$ cat config.mk
export PLATFORM = sky130hd
export DESIGN_NAME = gdda_ram
export DESIGN_NICKNAME = d
export VERILOG_FILES = /design/src/rtl/gdda_ram.sv
export SDC_FILE = /design/constraint.sdc
export NUM_CORES = 1
export LEC_CHECK = 0
export BUFFER_PORTS_ARGS = -buffer_cell sky130_fd_sc_hd__buf_4
export CELL_PAD_IN_SITES_DETAIL_PLACEMENT = 1
export CELL_PAD_IN_SITES_GLOBAL_PLACEMENT = 2
export CORE_ASPECT_RATIO = 1.4
export CORE_MARGIN = 4
export CORE_UTILIZATION = 40
export CTS_CLUSTER_DIAMETER = 30
export DETAILED_ROUTE_END_ITERATION = 7
export GPL_ROUTABILITY_DRIVEN = 1
export GPL_TIMING_DRIVEN = 0
export PLACE_DENSITY = 0.71
export SYNTH_ARGS = -nofsm -noshare
export SYNTH_HDL_FRONTEND = slang
export SYNTH_SLANG_ARGS = --single-unit
$ cat constraint.sdc
create_clock -name clock -period 1.55 [get_ports clock]
set_clock_uncertainty 0.05 [all_clocks]
set_input_delay 0.155 -clock clock [delete_from_list [all_inputs] [get_ports clock]]
set_output_delay 0.155 -clock clock [all_outputs]
set_load 0.02 [all_outputs]
$ cat src/rtl/gdda_ram.sv
`default_nettype none

module gdda_ram #(
   parameter int unsigned WIDTH = 8,
   parameter int unsigned DEPTH = 16
) (
   input  wire logic                     clock,
   input  wire logic                     wr_en,
   input  wire logic [$clog2(DEPTH)-1:0] wr_addr,
   input  wire logic [WIDTH-1:0]         wr_data,
   input  wire logic [$clog2(DEPTH)-1:0] rd_addr,
   output logic      [WIDTH-1:0]         rd_data
);

   logic [WIDTH-1:0] mem_ff [DEPTH];

   always_ff @(posedge clock) begin
      if (wr_en) begin
         mem_ff[wr_addr] <= wr_data;
      end
      rd_data <= mem_ff[rd_addr];
   end

endmodule

`default_nettype wire

==> summary.md <==
| Metric | Value |
|---|---|
| Status | complete, no violations |
| DRT antenna net count | 0 |
| I/O Buffers | 24 |
| Crit path required time | 1.78 ns |
| Cell variety after synth | 19 |
| Synth top area cells | edfxtp_1 (75%), mux4_2 (7.9%), mux4_1 (7.1%) |
| Hold Crit Start | wr_data[5] |
| Post-Synth Simple-Gate Area | 0.0318 |
| Vias | 2419 |
| CP Data Arrival Time | 1.75 ns |
| Xor-xnor portion of the synthesized cell area | 0 |
| Final wirelength | 10.9 mm |
| Gp weighted congestion | 0.720 |
| Area share of the largest cell type after synthesis | 0.747 |
| CTS tree | done |
| Worst Tran Pin Value | 0.864 ns |
| Number of synthesized flops with an enable pin | 128 |
| Tmin final | 1.52 ns |
| Mux cell area share after synthesis | 0.150 |
| Gate Count Post-Synth | 229 |
| Final setup viols | 0 |
| Post-synthesis cell area | 5150 µm² |
| Slew Viols, Final | 0 |
| Worst rel slew slack | 0.422 |
| Full die area | 14800 µm² |
| Post-Synth Adder-Cell Area | 0 |
| GR Util All Layers | 0.159 |
| Crit-path max FO | 1 |
| Yosys top cell by area | edfxtp_1 |
| Core ar. | 12500 µm² |
| Global-route wire length before repair | 16.6 mm |
| Setup CP Type | flip-flop to flip-flop |
| CTS Sinks | 136 |
| Ports | 26 |
| R2R setup slack | 0.03 ns |
| Largest net degree at the start of global routing | 17 |
| Seq/Total Area, Yosys | 0.778 |
| Synthesized Nets | 247 |
| Post-route insts no fill | 435 |
| Final WS setup | 0.0288 ns |
| DRT iter0 DRCs | 156 |
| H-tree levels | 4 |
| Reg clk slew, reported paths | 0.06 ns |
| Unrepaired setup endpoints after global routing | false |
| Wirelength per Cell | 25.1 µm |
| Leak | 2.09 nW |
| Synth Area in Compound Gates | 0.0233 |
| Die Ht | 142 µm |
| Number of synthesized register bits | 136 |
| Clock Tree Root | clkbuf_16 |
| Count leader, synth | edfxtp_1 |
| Async S/R FF share, synth | 0 |
| MaxCap Viol Count | 0 |
| Ys flop type | edfxtp_1 |
| Hold path endpoint | mem_ff[5][5]$_DFFE_PP_ |
| Vias in the first global route | 2650 |
| Row count | 48 |
| Setup repair bufs after CTS | 0 |
| Filler Cells Inserted | 1158 |
| Length of the first detailed-routing pass in iterations | 4 |
| FF-to-FF path depth | 3 |
| Peak VDD IR | 731 µV |
| R2r startpoint | mem_ff[1][2]$_DFFE_PP_ |
| Largest family of logic cells by synthesized area | multiplexers |
| Worst Hold Class | input port to flip-flop |
| Inst Count DP | 403 |
| FF-to-FF End | rd_data[2]$_DFF_P_ |
| Initial Util | 0.412 |
| Layout Nets | 290 |
| CP Launch Type | flip-flop |
| Num CTS Buffers | 17 |
| CTS Hold Bufs | 0 |
| Clock buffer depth | 2 |
| Yosys Warn Count | 0 |
| Critical path endpoint category | flip-flop |
| Pre-CTS setup slack | -0.654 ns |
| Pwr Density | 1470 nW/µm² |
| DR DRC count | 0 |
| Hold Violations, Final | 0 |
| Hold Path Cell Cnt | 1 |
| Area grow syn2layout | 20.7% |
| Avg Vias per Cell | 5.56 |
| Post-Syn Area per Cell | 22.5 µm² |
| Fmax | 657 MHz |
| Antenna violations before repair | 0 |
| HPWL after DPL | 7.03 mm |
| Post-synth top cells | edfxtp_1 (128), mux4_2 (18), a22oi_1 (16), mux4_1 (14), nor2_1 (13) |
| Fin crit share | 0.981 |
| Total gr overflow | 0 |
| Clock latency on the worst-skew pair | 0.41 ns |
| Inserted Diodes | 0 |
| Die width | 104 µm |
| Layout cell share with drive strength beyond 1 | 0.309 |
-- area by class of cell --
class / count / area, µm² / area share
well taps: 150 / 188 / 0.0302
plain buffers: 10 / 86.3 / 0.0139
clock buffers: 17 / 425 / 0.0685
flip-flops and latches: 136 / 4000 / 0.644
clock inverters: 15 / 248 / 0.0399
repair buffers: 24 / 180 / 0.0290
multi-input cells: 83 / 1080 / 0.174
-- state kept, by name (all words and copies together), names as in the netlist --
register  count
mem_ff      128
rd_data       8
-- through the flow --
stage / utilization / instance area [µm²] / power [mW] / hold slack [ns] / setup TNS [ns]
floorplan: - / 5150 / 4.44 / 0.204 / 0
global route: 0.497 / 6210 / 9.43 / 0.0137 / 0
global placement: 0.442 / 5520 / 4.66 / 0.421 / -28.38
finish: 0.497 / 6210 / 9.16 / 0.0219 / 0
CTS: 0.497 / 6210 / 9.22 / 0.0129 / 0
detailed placement: 0.442 / 5520 / 4.67 / 0.439 / -29.14
-- critical path, stage by stage, from the launching register on --
cell and delay (ns):
edfxtp_1 0.36, mux4_1 0.56, a22oi_1 0.31, nand2_1 0.11
-- metal layers --
layer	global-route usage	up-vias	share of wire
li1	-	1059	-
met1	0.197	1284	0.41
met2	0.278	68	0.54
met3	0.0304	8	0.038
met4	0.0651	0	0.012
met5	0	-	0
-- timing repair --
| action | in CTS | in global routing |
|---|---|---|
| gates resized for setup | 3 | 1 |
| endpoints found under the hold margin | 0 | 0 |
| gates cloned | 0 | 0 |
| setup endpoints to repair | 24 | 1 |
-- report_power, final --
group	switching, mW	internal (mW)
clock network	1.54	3.03
logic	0.266	0.191
registers	0.0214	4.11
total	1.83	7.33
-- logic make-up (layout without fill, tap and decap cells) --
kind of cell	count (synthesis)	after routing
buffers and inverters	10	66
multiplexers	32	32
AO/OA/AOI/OAI	16	16
AND/OR/NAND/NOR	35	35
flip-flops	136	136
-- worst max-delay path by stage --
stage,startpoint,endpoint,slack [ns],cells after the start
final,mem_ff[1][2]$_DFFE_PP_,rd_data[2]$_DFF_P_,0.03,3
after global routing,wr_addr[2],mem_ff[0][6]$_DFFE_PP_,0.02,3
after CTS,mem_ff[0][3]$_DFFE_PP_,rd_data[3]$_DFF_P_,0.03,3
after detailed placement,wr_addr[2],mem_ff[8][2]$_DFFE_PP_,-0.65,3
after global placement,wr_addr[2],mem_ff[8][2]$_DFFE_PP_,-0.53,3
after floorplan,wr_addr[2],mem_ff[3][0]$_DFFE_PP_,0.08,2
-- layout by cell type, fill, tap and decap left out, types with 2 or more instances in the layout --
cell / instances
edfxtp_1: 128
buf_4: 25
mux4_2: 18
clkbuf_16: 17
a22oi_1: 15
mux4_1: 14
nor2_1: 13
nand2_1: 9
dfxtp_1: 8
bufinv_16: 6
nor3_2: 4
buf_6: 3
buf_2: 3
clkdlybuf4s25_2: 3
inv_6: 3
clkinv_4: 3
nand3b_1: 2
nand2b_1: 2
clkinv_1: 2
No activity file was read; power rests on OpenSTA's default activity.
