<file path="src/rtl/gdda_pkg.sv">
`default_nettype none

package gdda_pkg;

   // Field widths of the item and result channels.
   localparam int unsigned POS_W  = 6;
   localparam int unsigned KIND_W = 3;
   localparam int unsigned DIR_W  = 16;

   // Operation codes carried by the func field.
   localparam logic FUNC_WRITE = 1'b0;
   localparam logic FUNC_CAST  = 1'b1;

   // Delta distances are unsigned Q8.16 reciprocals of a Q1.14 magnitude.
   localparam int unsigned DELTA_W = 24;
   localparam logic [DELTA_W-1:0] DELTA_MAX = {DELTA_W{1'b1}};

   // Any magnitude at or below this value gives a quotient of 2^24 or more,
   // so the delta saturates.
   localparam int unsigned SAT_MAG = 64;

   // Partial remainder of 2^30 after its seven leading quotient bits, which
   // are all zero whenever the magnitude is above the saturation limit.
   localparam int unsigned REM_INIT = 64;

   localparam logic [KIND_W-1:0] KIND_EMPTY = '0;

endpackage

`default_nettype wire

</file>
<file path="src/rtl/gdda_recip.sv">
`default_nettype none

module gdda_recip (
   input  wire logic                                clock,
   input  wire logic                                reset,
   input  wire logic                                start,
   input  wire logic signed [gdda_pkg::DIR_W-1:0]   dir,
   output logic                                     done,
   output logic             [gdda_pkg::DELTA_W-1:0] quot
);

   localparam int unsigned MAG_W = gdda_pkg::DIR_W;
   localparam int unsigned REM_W = MAG_W + 1;
   localparam int unsigned CNT_W = $clog2(gdda_pkg::DELTA_W + 1);

   logic [MAG_W-1:0]              mag_in;
   logic                          sat_in;
   logic [MAG_W-1:0]              mag_ff;
   logic                          sat_ff;
   logic [REM_W-1:0]              rem_ff;
   logic [REM_W-1:0]              rem_in;
   logic [REM_W-1:0]              rem_shift;
   logic [gdda_pkg::DELTA_W-1:0]  q_ff;
   logic [gdda_pkg::DELTA_W-1:0]  q_in;
   logic [CNT_W-1:0]              cnt_ff;
   logic                          run_ff;
   logic                          done_ff;
   logic                          fits;

   // Magnitude of a two's complement value; the most negative code maps to 2^15.
   assign mag_in = dir[gdda_pkg::DIR_W-1] ? (~$unsigned(dir) + MAG_W'(1)) : $unsigned(dir);
   assign sat_in = (mag_in <= MAG_W'(gdda_pkg::SAT_MAG));

   // One restoring step: shift in a zero dividend bit, subtract when it fits.
   assign rem_shift = {rem_ff[REM_W-2:0], 1'b0};
   assign fits      = (rem_shift >= {1'b0, mag_ff});
   assign rem_in    = fits ? (rem_shift - {1'b0, mag_ff}) : rem_shift;
   assign q_in      = {q_ff[gdda_pkg::DELTA_W-2:0], fits};

   always_ff @(posedge clock) begin
      if (reset) begin
         run_ff  <= 1'b0;
         done_ff <= 1'b0;
         cnt_ff  <= '0;
      end else begin
         done_ff <= 1'b0;
         if (start) begin
            run_ff <= 1'b1;
            cnt_ff <= CNT_W'(gdda_pkg::DELTA_W);
         end else if (run_ff) begin
            cnt_ff <= cnt_ff - CNT_W'(1);
            if (cnt_ff == CNT_W'(1)) begin
               run_ff  <= 1'b0;
               done_ff <= 1'b1;
            end
         end
      end
   end

   always_ff @(posedge clock) begin
      if (start) begin
         mag_ff <= mag_in;
         sat_ff <= sat_in;
         rem_ff <= REM_W'(gdda_pkg::REM_INIT);
         q_ff   <= '0;
      end else if (run_ff) begin
         rem_ff <= rem_in;
         q_ff   <= q_in;
      end
   end

   assign done = done_ff;
   assign quot = sat_ff ? gdda_pkg::DELTA_MAX : q_ff;

endmodule

`default_nettype wire

</file>
<file path="config.mk">
export PLATFORM = sky130hd
export DESIGN_NAME = gdda_recip
export DESIGN_NICKNAME = d
export VERILOG_FILES = /design/src/rtl/gdda_pkg.sv /design/src/rtl/gdda_recip.sv
export SDC_FILE = /design/constraint.sdc
export NUM_CORES = 1
export LEC_CHECK = 0
export BUFFER_PORTS_ARGS = -buffer_cell sky130_fd_sc_hd__buf_2
export CAP_MARGIN = 20
export CORE_MARGIN = 1.5
export CORE_UTILIZATION = 60
export CTS_CLUSTER_SIZE = 28
export DETAILED_ROUTE_END_ITERATION = 8
export MAX_ROUTING_LAYER = met4
export PLACE_DENSITY = 0.82
export SETUP_SLACK_MARGIN = 0.05
export SYNTH_ARGS = -nofsm -noshare
export SYNTH_HDL_FRONTEND = slang
export SYNTH_SLANG_ARGS = --single-unit
</file>
<file path="constraint.sdc">
create_clock -name clock -period 4.37 [get_ports clock]
set_clock_uncertainty 0.1 [all_clocks]
set_input_delay 1.0925 -clock clock [delete_from_list [all_inputs] [get_ports clock]]
set_output_delay 1.0925 -clock clock [all_outputs]
set_load 0.05 [all_outputs]
</file>
==> metrics <==
Tot GR Track Use=0.2577; GPL Wtd Cong=0.8978; Rel. slew slack=0.5433; Primary FF master, synth=dfxtp_1; postcts setup bufs=0; fin nets=521; largest net degree at the start of global routing=between 50 and 60; RSZ-0062 raised after global routing=false; overall die width=84.28 um; Setup crit end kind=flip-flop; cells after synthesis=450; Max Used Layer=met4; max cap viols=0; Die ar.=between 7000 and 8000 um2; R2R depth=8; Syn-to-layout area delta=11.36%; drt drc=0; CP required=4500 ps; Lkg Pwr=1.825 nW; actual slew at the worst max-slew pin=~700 ps; Crit path arrival time=3160 ps; critical path startpoint=mag_ff[10]$_DFFE_PP_; Hold WS=409.6 ps; clk slew on worst S/H paths=roughly 70 ps; vias in the first global route=3,072; Syn Area/Cell=8.808 um2; TritonCTS clock tree=yes; FFs w/ async S/R, synth=0; most frequent cells in the layout=56 x nor2_1, 46 x dfxtp_1, 43 x buf_2, 30 x inv_1, 26 x or2_2; routed via count=3,353; pre-CTS WS=between 1000 and 1500 ps; num rows=29; worst-path maximum fanout=15; WL/cell=~15 um; Crit Path Category=flip-flop to flip-flop; Ys Warns=0; Initial Util=0.6242; Fin Setup TNS=0 ps; type of origin of the critical path=flip-flop; antenna violations before repair=0; worst reg2reg path endpoint=rem_ff[12]$_SDFFE_PP0P_; Final Max Tran Viols=0; Seq/Total Area, Yosys=0.3662; port bufs=43; Slowest cell on crit path=o21ai_2; hold path depth=2; total power divided by cell area=386.4 nW/um2; CTS Hold Buffers Added=0; post-route setup slack=1341 ps; Max Freq=~330 MHz; fin crit period=just over 3000 ps; DP HPWL=5803 um; sink of the worst hold path=rem_ff[8]$_SDFFE_PP0P_; share of cells above drive strength 1=0.1992; diode count=0; Crit path largest cell delay=590 ps; clock buffer depth=2; Ports=44; Post-Synthesis Cell Area=3964 um2; Die Y-Extent=~84 um; total grt overflow=0; post_cts resized=0; met3 WL post-DR=511 um; dominant cells by area after synthesis=dfxtp_1 24%, edfxtp_1 13%, mux2i_1 6.1%, ha_1 6.0%, nor2_1 5.3%; met1 WL=3819 um; Distinct cells, synth=65; Pre-antenna DRT Iters=5; CTS Buf Count=9; Yosys reg bits=64; number of enable flip-flop cells after synthesis=17; vias per inst=5.945; Clk Latency, worst-skew pair=350 ps; reg-to-reg critical path startpoint=mag_ff[10]$_DFFE_PP_; Final Cycle Share=0.6930; first-pass GRT wire length=14,360 um; Tightest Hold Check Type=flip-flop to flip-flop; most common cell after layout, fill and taps aside=nor2_1; outcome=complete, no violations; Root Driver=clkbuf_8; final WL=8604 um; setup violators final=0; synthesized net count=roughly 500; met2 routed WL=4135 um; Final ANT Viol Nets=0; H-tree Lvls=3; Max VDD drop=0.0002616 V; Reg2Reg Setup Slack=1340 ps; worst min-delay path startpoint=rem_ff[7]$_SDFFE_PP0P_; Yosys top cell area share=0.2374; dominant cell type by area after synthesis=dfxtp_1; count of final hold-check violations=0; core footprint=6350 um2; CP cell instances=inv_1 -> ha_1 -> nand2_1 -> nor4_2 -> nand4_1 -> o21ai_2 -> o211ai_1 -> a311oi_1; DRT iter0 DRCs=~290; CTS sink cnt=64
-- flip-flops by register name, summed over array words and instances, names as in the netlist --
| register | count |
|---|---|
| q_ff | 24 |
| run_ff | 1 |
| rem_ff | 16 |
| cnt_ff | 5 |
| done | 1 |
| mag_ff | 16 |
| sat_ff | 1 |
-- per-stage QoR --
stage | power, mW | area (um2) | instances | util
5_1_grt | 1.784 | 4414 | 564 | 0.6952
6_report | 1.705 | 4414 | 564 | 0.6952
2_1_floorplan | 1.040 | 3964 | 450 | -
3_3_place_gp | 1.118 | 4182 | 548 | 0.6585
3_5_place_dp | 1.129 | 4182 | 548 | 0.6585
4_1_cts | 1.709 | 4414 | 564 | 0.6952
-- where the power goes --
group	internal, mW	total, mW	switching, mW
sequential	0.648	0.674	0.0261
combinational	0.170	0.454	0.284
clock	0.334	0.578	0.243
total	1.15	1.71	0.554
-- layout make-up --
class	count	area (um2)
Multi-Input combinational cell	331	2282
Fill cell	494	1936
Sequential cell	64	1453
Timing Repair Buffer	46	237.7
Clock buffer	12	176.4
Inverter	30	112.6
Tap cell	77	96.34
Clock inverter	4	56.30
-- critical path, delay by kind of cell (launching register included) --
family / cells / cell delay, ps
AOI/OAI and AO/OA: 3 / 1150
and+or+nand+nor: 3 / 790
adders and majority gates: 1 / 450
DFF: 1 / 350
buffers and inverters: 1 / 80
-- metal layers --
layer  global-route usage  vias up
met5                    -        -
met3              0.05310       12
met4              0.08048        0
met1               0.3215     1555
li1                     -     1684
met2               0.4211      102
-- synthesized netlist by cell type, drive strengths merged, types with 2 or more instances --
master / n
o21a: 6
nand2b: 5
o41ai: 8
nor3: 9
o21ai: 21
edfxtp: 17
xor2: 8
a21oi: 21
a2111oi: 4
a311oi: 8
xnor2: 18
o211ai: 4
ha: 19
nand2: 21
dfxtp: 47
a211oi: 5
clkbuf: 14
or3: 3
buf: 11
a211o: 2
nand3: 13
o31a: 2
nor3b: 2
nor2b: 3
nand4: 2
nor4: 8
mux2i: 24
nor2: 56
nand3b: 2
o311ai: 2
inv: 30
a21o: 4
o32ai: 2
or4: 2
a31oi: 2
or2: 28
-- worst max-delay path by stage --
stage                                          to  slack (ps)
after detailed placement         sat_ff$_DFFE_PP_        1300
final                     rem_ff[12]$_SDFFE_PP0P_        1340
after global routing      rem_ff[10]$_SDFFE_PP0P_        1150
after CTS                 rem_ff[12]$_SDFFE_PP0P_        1390
after global placement           sat_ff$_DFFE_PP_        1350
after floorplan                  sat_ff$_DFFE_PP_        1530
-- kinds of logic after synthesis --
| group | count (synthesis) | synth area share |
|---|---|---|
| buf+inv | 55 | 0.05808 |
| fa+ha+maj | 20 | 0.06503 |
| flops | 64 | 0.3662 |
| simple gates | 159 | 0.2036 |
| mux | 24 | 0.06061 |
| compound gates | 102 | 0.1891 |
| xor+xnor | 26 | 0.05745 |
Note: power is estimated with default switching activity, not from simulation.
